## src/design/zmvt_pkg.sv

```systemverilog
// ----------------------------------------------------------------------------
// zmvt_pkg
// Shared constants and types for the zero-marked value table.
// ----------------------------------------------------------------------------
package zmvt_pkg;

    localparam int DATA_W      = 32;
    localparam int OP_W        = 3;
    localparam int ST_W        = 2;
    localparam int ENTRIES_DEF = 16;

    localparam logic [OP_W-1:0] OP_ADD     = 3'd0;
    localparam logic [OP_W-1:0] OP_REMOVE  = 3'd1;
    localparam logic [OP_W-1:0] OP_REPLACE = 3'd2;
    localparam logic [OP_W-1:0] OP_AVERAGE = 3'd3;
    localparam logic [OP_W-1:0] OP_DEDUP   = 3'd4;

    localparam logic [ST_W-1:0] ST_OK        = 2'd0;
    localparam logic [ST_W-1:0] ST_NOT_FOUND = 2'd1;
    localparam logic [ST_W-1:0] ST_EMPTY     = 2'd2;
    localparam logic [ST_W-1:0] ST_FULL      = 2'd3;

    typedef struct packed {
        logic [ST_W-1:0]   status;
        logic [DATA_W-1:0] avg;
    } zmvt_res_t;

endpackage

```

## src/design/zmvt_mem.sv

```systemverilog
// ----------------------------------------------------------------------------
// zmvt_mem
// Single-port-read, single-port-write table store with registered read
// data. Per-entry valid bits make unwritten entries read as zero.
// ----------------------------------------------------------------------------
module zmvt_mem
    import zmvt_pkg::*;
#(
    parameter int ENTRIES = ENTRIES_DEF,
    parameter int IDX_W   = $clog2(ENTRIES)
) (
    input  logic              aclk,
    input  logic              aresetn,
    input  logic              re,
    input  logic [IDX_W-1:0]  raddr,
    input  logic              we,
    input  logic [IDX_W-1:0]  waddr,
    input  logic [DATA_W-1:0] wdata,
    output logic [DATA_W-1:0] rdata
);

    logic [DATA_W-1:0] mem [ENTRIES];
    logic [ENTRIES-1:0] valid_reg;
    logic [DATA_W-1:0] rd_data_reg;
    logic              rd_valid_reg;

    always_ff @(posedge aclk) begin
        if (we) begin
            mem[waddr] <= wdata;
        end
        if (re) begin
            rd_data_reg <= mem[raddr];
        end
    end

    always_ff @(posedge aclk) begin
        if (!aresetn) begin
            valid_reg    <= '0;
            rd_valid_reg <= 1'b0;
        end else begin
            if (we) begin
                valid_reg[waddr] <= 1'b1;
            end
            if (re) begin
                rd_valid_reg <= valid_reg[raddr];
            end
        end
    end

    assign rdata = rd_valid_reg ? rd_data_reg : '0;

endmodule

```

## src/design/zmvt_div.sv

```systemverilog
// ----------------------------------------------------------------------------
// zmvt_div
// Restoring unsigned divider, one quotient bit per cycle.
// ----------------------------------------------------------------------------
module zmvt_div #(
    parameter int DW = 36,
    parameter int VW = 5
) (
    input  logic          aclk,
    input  logic          aresetn,
    input  logic          start,
    input  logic [DW-1:0] dividend,
    input  logic [VW-1:0] divisor,
    output logic          done,
    output logic [DW-1:0] quotient
);

    localparam int STEP_W = $clog2(DW + 1);

    logic [VW-1:0]     rem_reg;
    logic [DW-1:0]     quo_reg;
    logic [VW-1:0]     dvs_reg;
    logic [STEP_W-1:0] step_reg;
    logic              busy_reg;
    logic              done_reg;
    logic [VW:0]       shifted;
    logic [VW+1:0]     diff;
    logic              fits;

    always_comb begin
        shifted = {rem_reg, quo_reg[DW-1]};
        diff    = {1'b0, shifted} - {2'b00, dvs_reg};
        fits    = !diff[VW+1];
    end

    always_ff @(posedge aclk) begin
        if (start) begin
            rem_reg <= '0;
            quo_reg <= dividend;
            dvs_reg <= divisor;
        end else if (busy_reg) begin
            rem_reg <= fits ? diff[VW-1:0] : shifted[VW-1:0];
            quo_reg <= {quo_reg[DW-2:0], fits};
        end
    end

    always_ff @(posedge aclk) begin
        if (!aresetn) begin
            busy_reg <= 1'b0;
            done_reg <= 1'b0;
            step_reg <= '0;
        end else begin
            done_reg <= 1'b0;
            if (start) begin
                busy_reg <= 1'b1;
                step_reg <= STEP_W'(DW);
            end else if (busy_reg) begin
                step_reg <= step_reg - 1'b1;
                if (step_reg == STEP_W'(1)) begin
                    busy_reg <= 1'b0;
                    done_reg <= 1'b1;
                end
            end
        end
    end

    assign done     = done_reg;
    assign quotient = quo_reg;

endmodule

```

## src/design/zmvt_seq.sv

```systemverilog
// ----------------------------------------------------------------------------
// zmvt_seq
// Operation sequencer: walks the table store read-check-write, entry by
// entry, and drives the divider for the average.
// ----------------------------------------------------------------------------
module zmvt_seq
    import zmvt_pkg::*;
#(
    parameter int ENTRIES = ENTRIES_DEF,
    parameter int IDX_W   = $clog2(ENTRIES),
    parameter int CNT_W   = $clog2(ENTRIES + 1),
    parameter int SUM_W   = DATA_W + $clog2(ENTRIES)
) (
    input  logic              aclk,
    input  logic              aresetn,
    input  logic              req_valid,
    output logic              req_ready,
    input  logic [OP_W-1:0]   req_op,
    input  logic [DATA_W-1:0] req_value,
    input  logic [DATA_W-1:0] req_new_value,
    output logic              res_valid,
    input  logic              res_ready,
    output zmvt_res_t         res,
    output logic              mem_re,
    output logic [IDX_W-1:0]  mem_raddr,
    output logic              mem_we,
    output logic [IDX_W-1:0]  mem_waddr,
    output logic [DATA_W-1:0] mem_wdata,
    input  logic [DATA_W-1:0] mem_rdata,
    output logic              div_start,
    output logic [SUM_W-1:0]  div_dividend,
    output logic [CNT_W-1:0]  div_divisor,
    input  logic              div_done,
    input  logic [SUM_W-1:0]  div_quotient
);

    typedef enum logic [2:0] {
        S_IDLE, S_RD, S_CHK, S_KEY_RD, S_KEY_CHK, S_DIV_START, S_DIV_WAIT, S_DONE
    } state_t;

    localparam logic [IDX_W-1:0] LAST_IDX = IDX_W'(ENTRIES - 1);

    state_t            state_reg, state_next;
    logic [OP_W-1:0]   op_reg, op_next;
    logic [DATA_W-1:0] val_reg, val_next;
    logic [DATA_W-1:0] nv_reg, nv_next;
    logic [DATA_W-1:0] key_reg, key_next;
    logic [IDX_W-1:0]  addr_reg, addr_next;
    logic [IDX_W-1:0]  key_addr_reg, key_addr_next;
    logic [SUM_W-1:0]  sum_reg, sum_next;
    logic [CNT_W-1:0]  cnt_reg, cnt_next;
    logic              hit_reg, hit_next;
    logic              neg_reg, neg_next;
    logic [ST_W-1:0]   status_reg, status_next;
    logic [DATA_W-1:0] avg_reg, avg_next;
    logic              last;
    logic              match;
    logic              nonzero;
    logic [DATA_W-1:0] quo_lo;

    always_comb begin
        last    = (addr_reg == LAST_IDX);
        match   = (mem_rdata == val_reg);
        nonzero = (mem_rdata != '0);
        quo_lo  = div_quotient[DATA_W-1:0];

        state_next    = state_reg;
        op_next       = op_reg;
        val_next      = val_reg;
        nv_next       = nv_reg;
        key_next      = key_reg;
        addr_next     = addr_reg;
        key_addr_next = key_addr_reg;
        sum_next      = sum_reg;
        cnt_next      = cnt_reg;
        hit_next      = hit_reg;
        neg_next      = neg_reg;
        status_next   = status_reg;
        avg_next      = avg_reg;

        mem_re       = 1'b0;
        mem_raddr    = addr_reg;
        mem_we       = 1'b0;
        mem_waddr    = addr_reg;
        mem_wdata    = '0;
        div_start    = 1'b0;
        div_dividend = sum_reg[SUM_W-1] ? (~sum_reg + 1'b1) : sum_reg;
        div_divisor  = cnt_reg;

        case (state_reg)
            S_IDLE: begin
                if (req_valid) begin
                    op_next       = req_op;
                    val_next      = req_value;
                    nv_next       = req_new_value;
                    addr_next     = '0;
                    key_addr_next = '0;
                    sum_next      = '0;
                    cnt_next      = '0;
                    hit_next      = 1'b0;
                    status_next   = ST_OK;
                    avg_next      = '0;
                    case (req_op)
                        OP_ADD, OP_REMOVE, OP_REPLACE, OP_AVERAGE: state_next = S_RD;
                        OP_DEDUP: state_next = S_KEY_RD;
                        default:  state_next = S_DONE;
                    endcase
                end
            end
            S_RD: begin
                mem_re     = 1'b1;
                state_next = S_CHK;
            end
            S_CHK: begin
                addr_next  = addr_reg + 1'b1;
                state_next = last ? S_DONE : S_RD;
                case (op_reg)
                    OP_ADD: begin
                        if (!nonzero) begin
                            mem_we     = 1'b1;
                            mem_wdata  = val_reg;
                            state_next = S_DONE;
                        end else if (last) begin
                            status_next = ST_FULL;
                        end
                    end
                    OP_REMOVE: begin
                        mem_we = match;
                    end
                    OP_REPLACE: begin
                        mem_we    = match;
                        mem_wdata = nv_reg;
                        hit_next  = hit_reg | match;
                        if (last && !(hit_reg | match)) begin
                            status_next = ST_NOT_FOUND;
                        end
                    end
                    OP_AVERAGE: begin
                        if (nonzero) begin
                            sum_next = sum_reg + {{(SUM_W-DATA_W){mem_rdata[DATA_W-1]}},
                                                  mem_rdata};
                            cnt_next = cnt_reg + 1'b1;
                        end
                        if (last) begin
                            if (cnt_reg == '0 && !nonzero) begin
                                status_next = ST_EMPTY;
                            end else begin
                                state_next = S_DIV_START;
                            end
                        end
                    end
                    OP_DEDUP: begin
                        mem_we = (mem_rdata == key_reg);
                        if (last) begin
                            key_addr_next = key_addr_reg + 1'b1;
                            state_next    = S_KEY_RD;
                        end
                    end
                    default: begin
                        state_next = S_DONE;
                    end
                endcase
            end
            S_KEY_RD: begin
                mem_re     = 1'b1;
                mem_raddr  = key_addr_reg;
                state_next = S_KEY_CHK;
            end
            S_KEY_CHK: begin
                key_next = mem_rdata;
                if (key_addr_reg == LAST_IDX) begin
                    state_next = S_DONE;
                end else if (!nonzero) begin
                    key_addr_next = key_addr_reg + 1'b1;
                    state_next    = S_KEY_RD;
                end else begin
                    addr_next  = key_addr_reg + 1'b1;
                    state_next = S_RD;
                end
            end
            S_DIV_START: begin
                div_start  = 1'b1;
                neg_next   = sum_reg[SUM_W-1];
                state_next = S_DIV_WAIT;
            end
            S_DIV_WAIT: begin
                if (div_done) begin
                    avg_next   = neg_reg ? (~quo_lo + 1'b1) : quo_lo;
                    state_next = S_DONE;
                end
            end
            S_DONE: begin
                if (res_ready) begin
                    state_next = S_IDLE;
                end
            end
            default: begin
                state_next = S_IDLE;
            end
        endcase
    end

    always_ff @(posedge aclk) begin
        if (!aresetn) begin
            state_reg <= S_IDLE;
        end else begin
            state_reg <= state_next;
        end
        op_reg       <= op_next;
        val_reg      <= val_next;
        nv_reg       <= nv_next;
        key_reg      <= key_next;
        addr_reg     <= addr_next;
        key_addr_reg <= key_addr_next;
        sum_reg      <= sum_next;
        cnt_reg      <= cnt_next;
        hit_reg      <= hit_next;
        neg_reg      <= neg_next;
        status_reg   <= status_next;
        avg_reg      <= avg_next;
    end

    assign req_ready  = (state_reg == S_IDLE);
    assign res_valid  = (state_reg == S_DONE);
    assign res.status = status_reg;
    assign res.avg    = avg_reg;

endmodule

```

## src/design/zero_marked_value_table_core.sv

```systemverilog
// ----------------------------------------------------------------------------
// zero_marked_value_table_core
// Table of signed 32-bit entries, zero meaning empty, with add, remove,
// replace, average and dedup requests; one result per request.
// ----------------------------------------------------------------------------
// One request is worked at a time. The table sits in a memory with registered
// read data that is read, checked and written back entry by entry: add
// stops at the first empty slot, remove and replace walk the whole table,
// average walks it and then, unless it is empty, runs the one-bit-per-cycle
// divider, and dedup checks each nonempty entry against the entries after
// it. Unused operation codes return at once. The table reads as empty right
// after reset; no clearing pass is needed. A finished result waits in the
// output register while the next request is accepted.
// ----------------------------------------------------------------------------
module zero_marked_value_table_core
    import zmvt_pkg::*;
#(
    parameter int ENTRIES = ENTRIES_DEF
) (
    input  logic        aclk,
    input  logic        aresetn,
    input  logic        s_tvalid,
    output logic        s_tready,
    input  logic [63:0] s_tdata,   // [31:0] value, [63:32] new_value
    input  logic [2:0]  s_tuser,   // [2:0] operation
    output logic        m_tvalid,
    input  logic        m_tready,
    output logic [31:0] m_tdata,   // [31:0] average_value
    output logic [1:0]  m_tuser    // [1:0] status
);

    localparam int IDX_W = $clog2(ENTRIES);
    localparam int CNT_W = $clog2(ENTRIES + 1);
    localparam int SUM_W = DATA_W + $clog2(ENTRIES);

    logic              mem_re;
    logic [IDX_W-1:0]  mem_raddr;
    logic              mem_we;
    logic [IDX_W-1:0]  mem_waddr;
    logic [DATA_W-1:0] mem_wdata;
    logic [DATA_W-1:0] mem_rdata;
    logic              div_start;
    logic [SUM_W-1:0]  div_dividend;
    logic [CNT_W-1:0]  div_divisor;
    logic              div_done;
    logic [SUM_W-1:0]  div_quotient;
    logic              seq_res_valid;
    logic              seq_res_ready;
    zmvt_res_t         seq_res;
    logic              m_tvalid_reg;
    zmvt_res_t         m_res_reg;

    zmvt_mem #(
        .ENTRIES (ENTRIES),
        .IDX_W   (IDX_W)
    ) u_mem (
        .aclk    (aclk),
        .aresetn (aresetn),
        .re      (mem_re),
        .raddr   (mem_raddr),
        .we      (mem_we),
        .waddr   (mem_waddr),
        .wdata   (mem_wdata),
        .rdata   (mem_rdata)
    );

    zmvt_div #(
        .DW (SUM_W),
        .VW (CNT_W)
    ) u_div (
        .aclk     (aclk),
        .aresetn  (aresetn),
        .start    (div_start),
        .dividend (div_dividend),
        .divisor  (div_divisor),
        .done     (div_done),
        .quotient (div_quotient)
    );

    zmvt_seq #(
        .ENTRIES (ENTRIES),
        .IDX_W   (IDX_W),
        .CNT_W   (CNT_W),
        .SUM_W   (SUM_W)
    ) u_seq (
        .aclk          (aclk),
        .aresetn       (aresetn),
        .req_valid     (s_tvalid),
        .req_ready     (s_tready),
        .req_op        (s_tuser),
        .req_value     (s_tdata[31:0]),
        .req_new_value (s_tdata[63:32]),
        .res_valid     (seq_res_valid),
        .res_ready     (seq_res_ready),
        .res           (seq_res),
        .mem_re        (mem_re),
        .mem_raddr     (mem_raddr),
        .mem_we        (mem_we),
        .mem_waddr     (mem_waddr),
        .mem_wdata     (mem_wdata),
        .mem_rdata     (mem_rdata),
        .div_start     (div_start),
        .div_dividend  (div_dividend),
        .div_divisor   (div_divisor),
        .div_done      (div_done),
        .div_quotient  (div_quotient)
    );

    assign seq_res_ready = !m_tvalid_reg || m_tready;

    always_ff @(posedge aclk) begin
        if (!aresetn) begin
            m_tvalid_reg <= 1'b0;
        end else if (seq_res_ready) begin
            m_tvalid_reg <= seq_res_valid;
        end
        if (seq_res_ready && seq_res_valid) begin
            m_res_reg <= seq_res;
        end
    end

    assign m_tvalid = m_tvalid_reg;
    assign m_tdata  = m_res_reg.avg;
    assign m_tuser  = m_res_reg.status;

`ifndef SYNTHESIS
    a_err_zero_avg: assert property (@(posedge aclk) disable iff (!aresetn)
        (m_tvalid && m_tuser != ST_OK) |-> (m_tdata == '0))
        else $error("nonzero average with error status");

    a_busy_after_req: assert property (@(posedge aclk) disable iff (!aresetn)
        (s_tvalid && s_tready) |=> !s_tready)
        else $error("sequencer idle right after taking a request");

    a_res_held: assert property (@(posedge aclk) disable iff (!aresetn)
        (seq_res_valid && !seq_res_ready) |=> (seq_res_valid && $stable(seq_res)))
        else $error("pending result lost while output register full");

    a_no_rd_wr_mix: assert property (@(posedge aclk) disable iff (!aresetn)
        !(mem_re && mem_we))
        else $error("memory read and write in the same cycle");
`endif

endmodule

```

## config.mk

```make
export PLATFORM = sky130hd
export DESIGN_NAME = zero_marked_value_table_core
export DESIGN_NICKNAME = d
export VERILOG_FILES = /design/src/design/zmvt_pkg.sv /design/src/design/zmvt_mem.sv /design/src/design/zmvt_div.sv /design/src/design/zmvt_seq.sv /design/src/design/zero_marked_value_table_core.sv
export SDC_FILE = /design/constraint.sdc
export NUM_CORES = 1
export LEC_CHECK = 0
export BUFFER_PORTS_ARGS = -buffer_cell sky130_fd_sc_hd__buf_2
export CORE_MARGIN = 4
export CORE_UTILIZATION = 35
export DETAILED_ROUTE_END_ITERATION = 7
export PLACE_DENSITY = 0.5
export SLEW_MARGIN = 20
export SYNTH_ARGS = -nofsm -noshare
export SYNTH_HDL_FRONTEND = slang
export SYNTH_SLANG_ARGS = --single-unit
```

## constraint.sdc

```tcl
create_clock -name aclk -period 7 [get_ports aclk]
set_clock_uncertainty 0.1 [all_clocks]
set_input_delay 2.1 -clock aclk [delete_from_list [all_inputs] [get_ports aclk]]
set_output_delay 2.1 -clock aclk [all_outputs]
set_load 0.01 [all_outputs]
```

; ---- Word-level counts from Yosys, hierarchy flattened
; Memory sizes are Yosys's and may differ from the RTL's. A register that Yosys moved wholly into a read port is not among the register bits.
; Index checks and enable logic that the tools add are counted.
[totals]
word_cells = 182
mem_bits_rw = 512
register_bits = 293
n_memories = 1
mem_bits_ro = 0
input_bits = 71
latchBits = 0
[op_classes]
reduce_logical = 31
add_sub_neg = 8
div_mod_pow = 0
n_mux = 71
multipliers = 0
bitwise = 6
eq_ne = 37
magnitude_cmp = 3
n_shift = 0
[memory_table]
columns = memory, depth, width, read_ports, rd_ports_with_merged_regs, wr, line
row1 = u_mem.mem, 16, 32, 1, 1, 1, zmvt_mem.sv:22  ; logic [DATA_W-1:0] mem [ENTRIES];
[op_table]
columns = operator, n
row1 = $mux 36, 6
row2 = $mux 32, 6
row3 = $pmux 32 s2, 2
row4 = $pmux 36 s2, 1
row5 = $eq 32x32->1, 2
row6 = $add 36x1->36 const B, 1
row7 = $add 36x36->36, 1
row8 = $not 36->36, 1
row9 = $add 32x1->32 const B, 1
row10 = $mux 4, 8
row11 = $not 32->32, 1
row12 = $reduce_bool 32->1, 1
row13 = $mux 3, 9
row14 = $pmux 3 s8, 1
row15 = $pmux 4 s3, 2
row16 = $mux 5, 4
row17 = $eq 3x2->1 const B, 6
row18 = $eq 3x3->1 const B, 6
row19 = $or 16x16->16, 1
row20 = $ne 3x2->1 const B, 5
row21 = $mux 1, 14
row22 = $mux 2, 7
row23 = $mux 6, 2
row24 = $ne 2x2->1 const B, 6
row25 = other kinds (37), 62

; ---- Longest topological paths before layout
[depth]
ltp_word = 8
depth_mapped = 15
depth_no_buf = 10

; ---- Hierarchy
; Synthesis repeated with hierarchy kept, for this count alone.
[hier_totals]
cells_unflattened = 2126
hier_area_um2 = 35836.9
[modules_own_cells]
columns = module, instances, cells_each, area_per_inst_um2, seq_area_each_um2
row1 = zmvt_mem, 1, 851, 21106.5, 16676.0
row2 = zmvt_seq, 1, 1068, 11229.5, 5585.4
row3 = zmvt_div, 1, 168, 2422.3, 1491.4
row4 = zero_marked_value_table_core, 1, 39, 1078.5, 1041.0

; ---- Least setup slack after synthesis
; No wires, ideal clock.
[synth_timing]
kind = register to register
startpoint = reg u_mem.rd_valid_reg
endpoint = mem u_mem.mem[12][0], enable pin
period_less_slack_ps = 4863
arrival_ps = 4295
setup_slack_ps = 2137
path_stages_with_launch = 10
n_path_buf = 4
required_time_ps = 6432
path_cell_list = dfxtp_1 clkbuf_1 clkbuf_1 clkbuf_1 a22oi_1 nor4_1 and4_1 a211oi_1 clkbuf_1 nor3b_1
[synth_via]
elab_chain_cells = 7
[synth_rtl]
columns = item, line
row1 = "start, declared", zmvt_mem.sv:25  ; logic rd_valid_reg;
row2 = "start signal, assigned", zmvt_mem.sv:45  ; rd_valid_reg <= valid_reg[raddr];
row3 = $mux 32 *, zmvt_mem.sv:50  ; assign rdata = rd_valid_reg ? rd_data_reg : '0;
row4 = $reduce_bool 32->1, zmvt_seq.sv:64  ; nonzero = (mem_rdata != '0);
row5 = $mux 1, zmvt_seq.sv:119  ; if (!nonzero) begin
row6 = $pmux 1 s3 *, zmvt_seq.sv:117  ; case (op_reg)
row7 = $mux 1 *, zmvt_seq.sv:90  ; case (state_reg)
row8 = $mux 1 *, zmvt_mem.sv:28  ; if (we) begin
row9 = $mux 1 (not written as such) *, zmvt_mem.sv:29  ; mem[waddr] <= wdata;
row10 = "end, declared", zmvt_mem.sv:22
; Every way passes the cells marked *; elsewhere a longest branch is shown, timed or not.

; ---- Final worst setup path
[layout_timing]
startpoint = reg u_mem.rd_valid_reg
endpoint = reg u_seq.sum_reg[28] (data pin)
[layout_via]
elab_chain_cells = 5
[layout_rtl]
columns = item, line
row1 = $mux 32, zmvt_mem.sv:50
row2 = named net mem_rdata[0], zero_marked_value_table_core.sv:41  ; logic [DATA_W-1:0] mem_rdata;
row3 = $add 36x36->36, zmvt_seq.sv:140  ; sum_next = sum_reg + {{(SUM_W-DATA_W){mem_rdata[DATA_W-1]}},
row4 = $mux 36, zmvt_seq.sv:139  ; if (nonzero) begin
row5 = $mux 36, zmvt_seq.sv:117
row6 = $pmux 36 s2, zmvt_seq.sv:90
row7 = "end signal, assigned", zmvt_seq.sv:215  ; sum_reg <= sum_next;
row8 = "end, declared", zmvt_seq.sv:50  ; logic [SUM_W-1:0] sum_reg, sum_next;
; The timed path passes the listed nets, and every way through them passes these cells. The select of a mux whose other input is x is not followed.
; A chain may end at the register's enable or synchronous reset.

==> impl_metrics.yaml <==
sta:
  min_period_over_period: 0.609
  hold_violations: 0
  finalSetupViolations: 0
  drv_slew: 0
  max_freq_ghz: 0.234
  slew_headroom: 0.286
  fin_setup_tns_ns: 0
  fin_crit_ns: 4.26
  worst_pin_slew_ns: 1.07
  fin_ws_ns: 2.74
  rsz0062_at_grt: "false"
setup_path:
  crit_fanout: 60
  cp_common_cell: "a211oi_1"
  slowest_stage: "a32oi_1"
  endpoint_kind: "flop"
  start_kind: "flop"
  r2r_slack_ns: 2.74
  worstPathCellList: "buf_4 -> and2_1 -> ha_1 -> fa_1 -> a211oi_1 -> o21ai_0 -> a211o_1 -> a32oi_1 -> a211oi_1 -> o21a_1 -> nor3_1"
  critPathRequiredTime_ns: 7.39
  cp_top_family: "compound AO/OA/AOI/OAI gates"
  critical_path_buf_inv_count: 1
  max_stage_delay_ns: 0.74
  criticalPathCategory: "flop to flop"
  arrival_ns: 4.66
global_route:
  grt_pass1_vias: 21600
  antenna_found_initial: 2
  grt_use_total: 0.167
  grt_overflow: 0
  grt_max_degree: 76
  grt_first_pass_wirelength_um: 139000
floorplan:
  core_mm2: 0.104
  initial_core_util: 0.353
  dieHeight_um: 331
  row_count: 118
  die_w_um: 331
  die-area_mm2: 0.110
  io_pins: 107
min_path:
  hp-class: "flop to flop"
cts:
  cts_made_buffers: 92
  cts_setup_buffers: 0
  cts-root-buf: "clkbuf_16"
  ctsResizeCount: 0
  cts.clk_slew.worst_paths_ns: 0.06
  holdBufCountCts: 0
  clock_sinks: 837
  clock_path_buffers: 3
  tritoncts: "built"
  clk_latency_ns: 0.67
  htree_levels: 3
place:
  io_buffers: 106
  dp_hpwl_um: 59500
  dp_slack_ns: 2.73
  dp_cells: 3838
  place_area_mm2: 0.0390
  routabilityCongestion: 0.858
finish:
  fin_cells: 4007
  n_fill_cell: 9525
  layout_common_cells: "803 x edfxtp_1, 203 x nand2_1, 156 x nor2_1"
  largest_register_ffs: 512
  area_growth_pct: 14.8
  drive_gt1_frac: 0.180
  final_common_cell: "edfxtp_1"
  num-nets-final: 2676
  final_area_mm2: 0.0420
synth:
  syn_area_mm2: 0.0366
  yosysUniqueCellTypes: 75
  synth_ff_type: "edfxtp_1"
  syn_inst: 2430
  yosysSeqAreaShare: 0.677
  synthArstFlopShare: 0
  avgSynthCellArea_um2: 15.1
  synth_seq_cells: 837
  ys_warn_count: 0
  synth-edff-count: 803
  synth_fp_nets: 2554
drt:
  via_per_inst: 5.30
  wl_per_cell_um: 23.3
  wl_um: 93200
  final_antenna_net_count: 0
  vias: 21300
  dr.pass1.iters: 7
  drt-initial-drc-count: 1793
  drc: 0
power_and_ir_drop:
  ir_drop_v: 0.000221
  p_total_w: 0.0161
  p_leak_nw: 14.2
  p_per_area_mw_per_mm2: 384
run_status:
  status: "finished, final reports clean"
flow_run:
  cap_violations: 0
## Yosys cell counts, types with 7 or more instances
master / n / area [um^2]
edfxtp_1: 803 / 24100
nand2_1: 204 / 766
nor2_1: 160 / 601
mux4_2: 132 / 2970
clkbuf_1: 106 / 398
o21ai_0: 95 / 475
xor2_1: 91 / 797
and2_1: 73 / 457
a22oi_1: 52 / 390
ha_1: 51 / 638
a21oi_1: 49 / 245
a211oi_1: 46 / 345
inv_1: 43 / 161
o31ai_1: 39 / 293
a31oi_1: 37 / 231
dfxtp_1: 34 / 681
nand2b_1: 30 / 188
xnor2_1: 29 / 254
nor2b_1: 26 / 163
a21o_1: 24 / 180
nand3b_1: 23 / 173
o22ai_1: 23 / 144
nor3_1: 22 / 110
nor4_1: 22 / 138
nand3_1: 21 / 105
nor3b_1: 20 / 150
o41ai_1: 12 / 105
mux2i_1: 11 / 110
buf_2: 10 / 50.1
o21a_1: 10 / 75.1
or3_1: 10 / 62.6
nand4_1: 9 / 56.3
buf_1: 8 / 30.0
or4_4: 7 / 78.8
## path summary, 6_finish.rpt
check / from / to / cells past startpoint
worst max-delay path: u_mem.rd_valid_reg / u_seq.sum_reg[28] / 11
worst min-delay path: u_seq.avg_reg[16] / m_tdata[16] / 0
worst max register to register: u_mem.rd_valid_reg / u_seq.sum_reg[28] / 11
worst min register to register: u_seq.avg_reg[16] / m_tdata[16] / 0
## per-stage QoR
stage	util	hold slack [ns]
2_1_floorplan	-	0.300
3_3_place_gp	0.376	0.301
3_5_place_dp	0.376	0.305
4_1_cts	0.405	0.318
5_1_grt	0.405	0.323
6_report	0.405	0.315
## logic make-up after synthesis
kind of cell | Yosys count | synth area share
muxes | 145 | 0.0848
DFF | 837 | 0.677
buffers and inverters | 168 | 0.0176
AOI/OAI and AO/OA | 450 | 0.0831
and+or+nand+nor | 657 | 0.0898
xor gates and xnor gates | 120 | 0.0287
adders and majority gates | 53 | 0.0185
## power by group
part,internal (W),switching (W),total (W)
Combinational,0.00181,0.00257,0.00438
Clock,0.00283,0.00200,0.00483
Sequential,0.00622,0.000714,0.00694
Total,0.0109,0.00528,0.0161
## final cells by class
cell class                 count  area [um^2]  share of cell area
antenna                        1         2.50           0.0000596
clock buffer                 109         2400              0.0571
clock inverter                59          648              0.0154
inverter                      44          165             0.00393
multi-input combinational   1425        11400               0.270
sequential                   837        24800               0.590
tap                         1380         1730              0.0411
timing repair buffer         152          926              0.0220
## routing by layer
layer	vias to the layer above	GRT usage	routed length (um)
met3	123	0.0285	4690
met5	-	0	0
li1	9737	-	-
met4	0	0.0472	2400
met1	10800	0.225	40900
met2	591	0.280	45300
No activity file was read; power rests on OpenSTA's default activity.
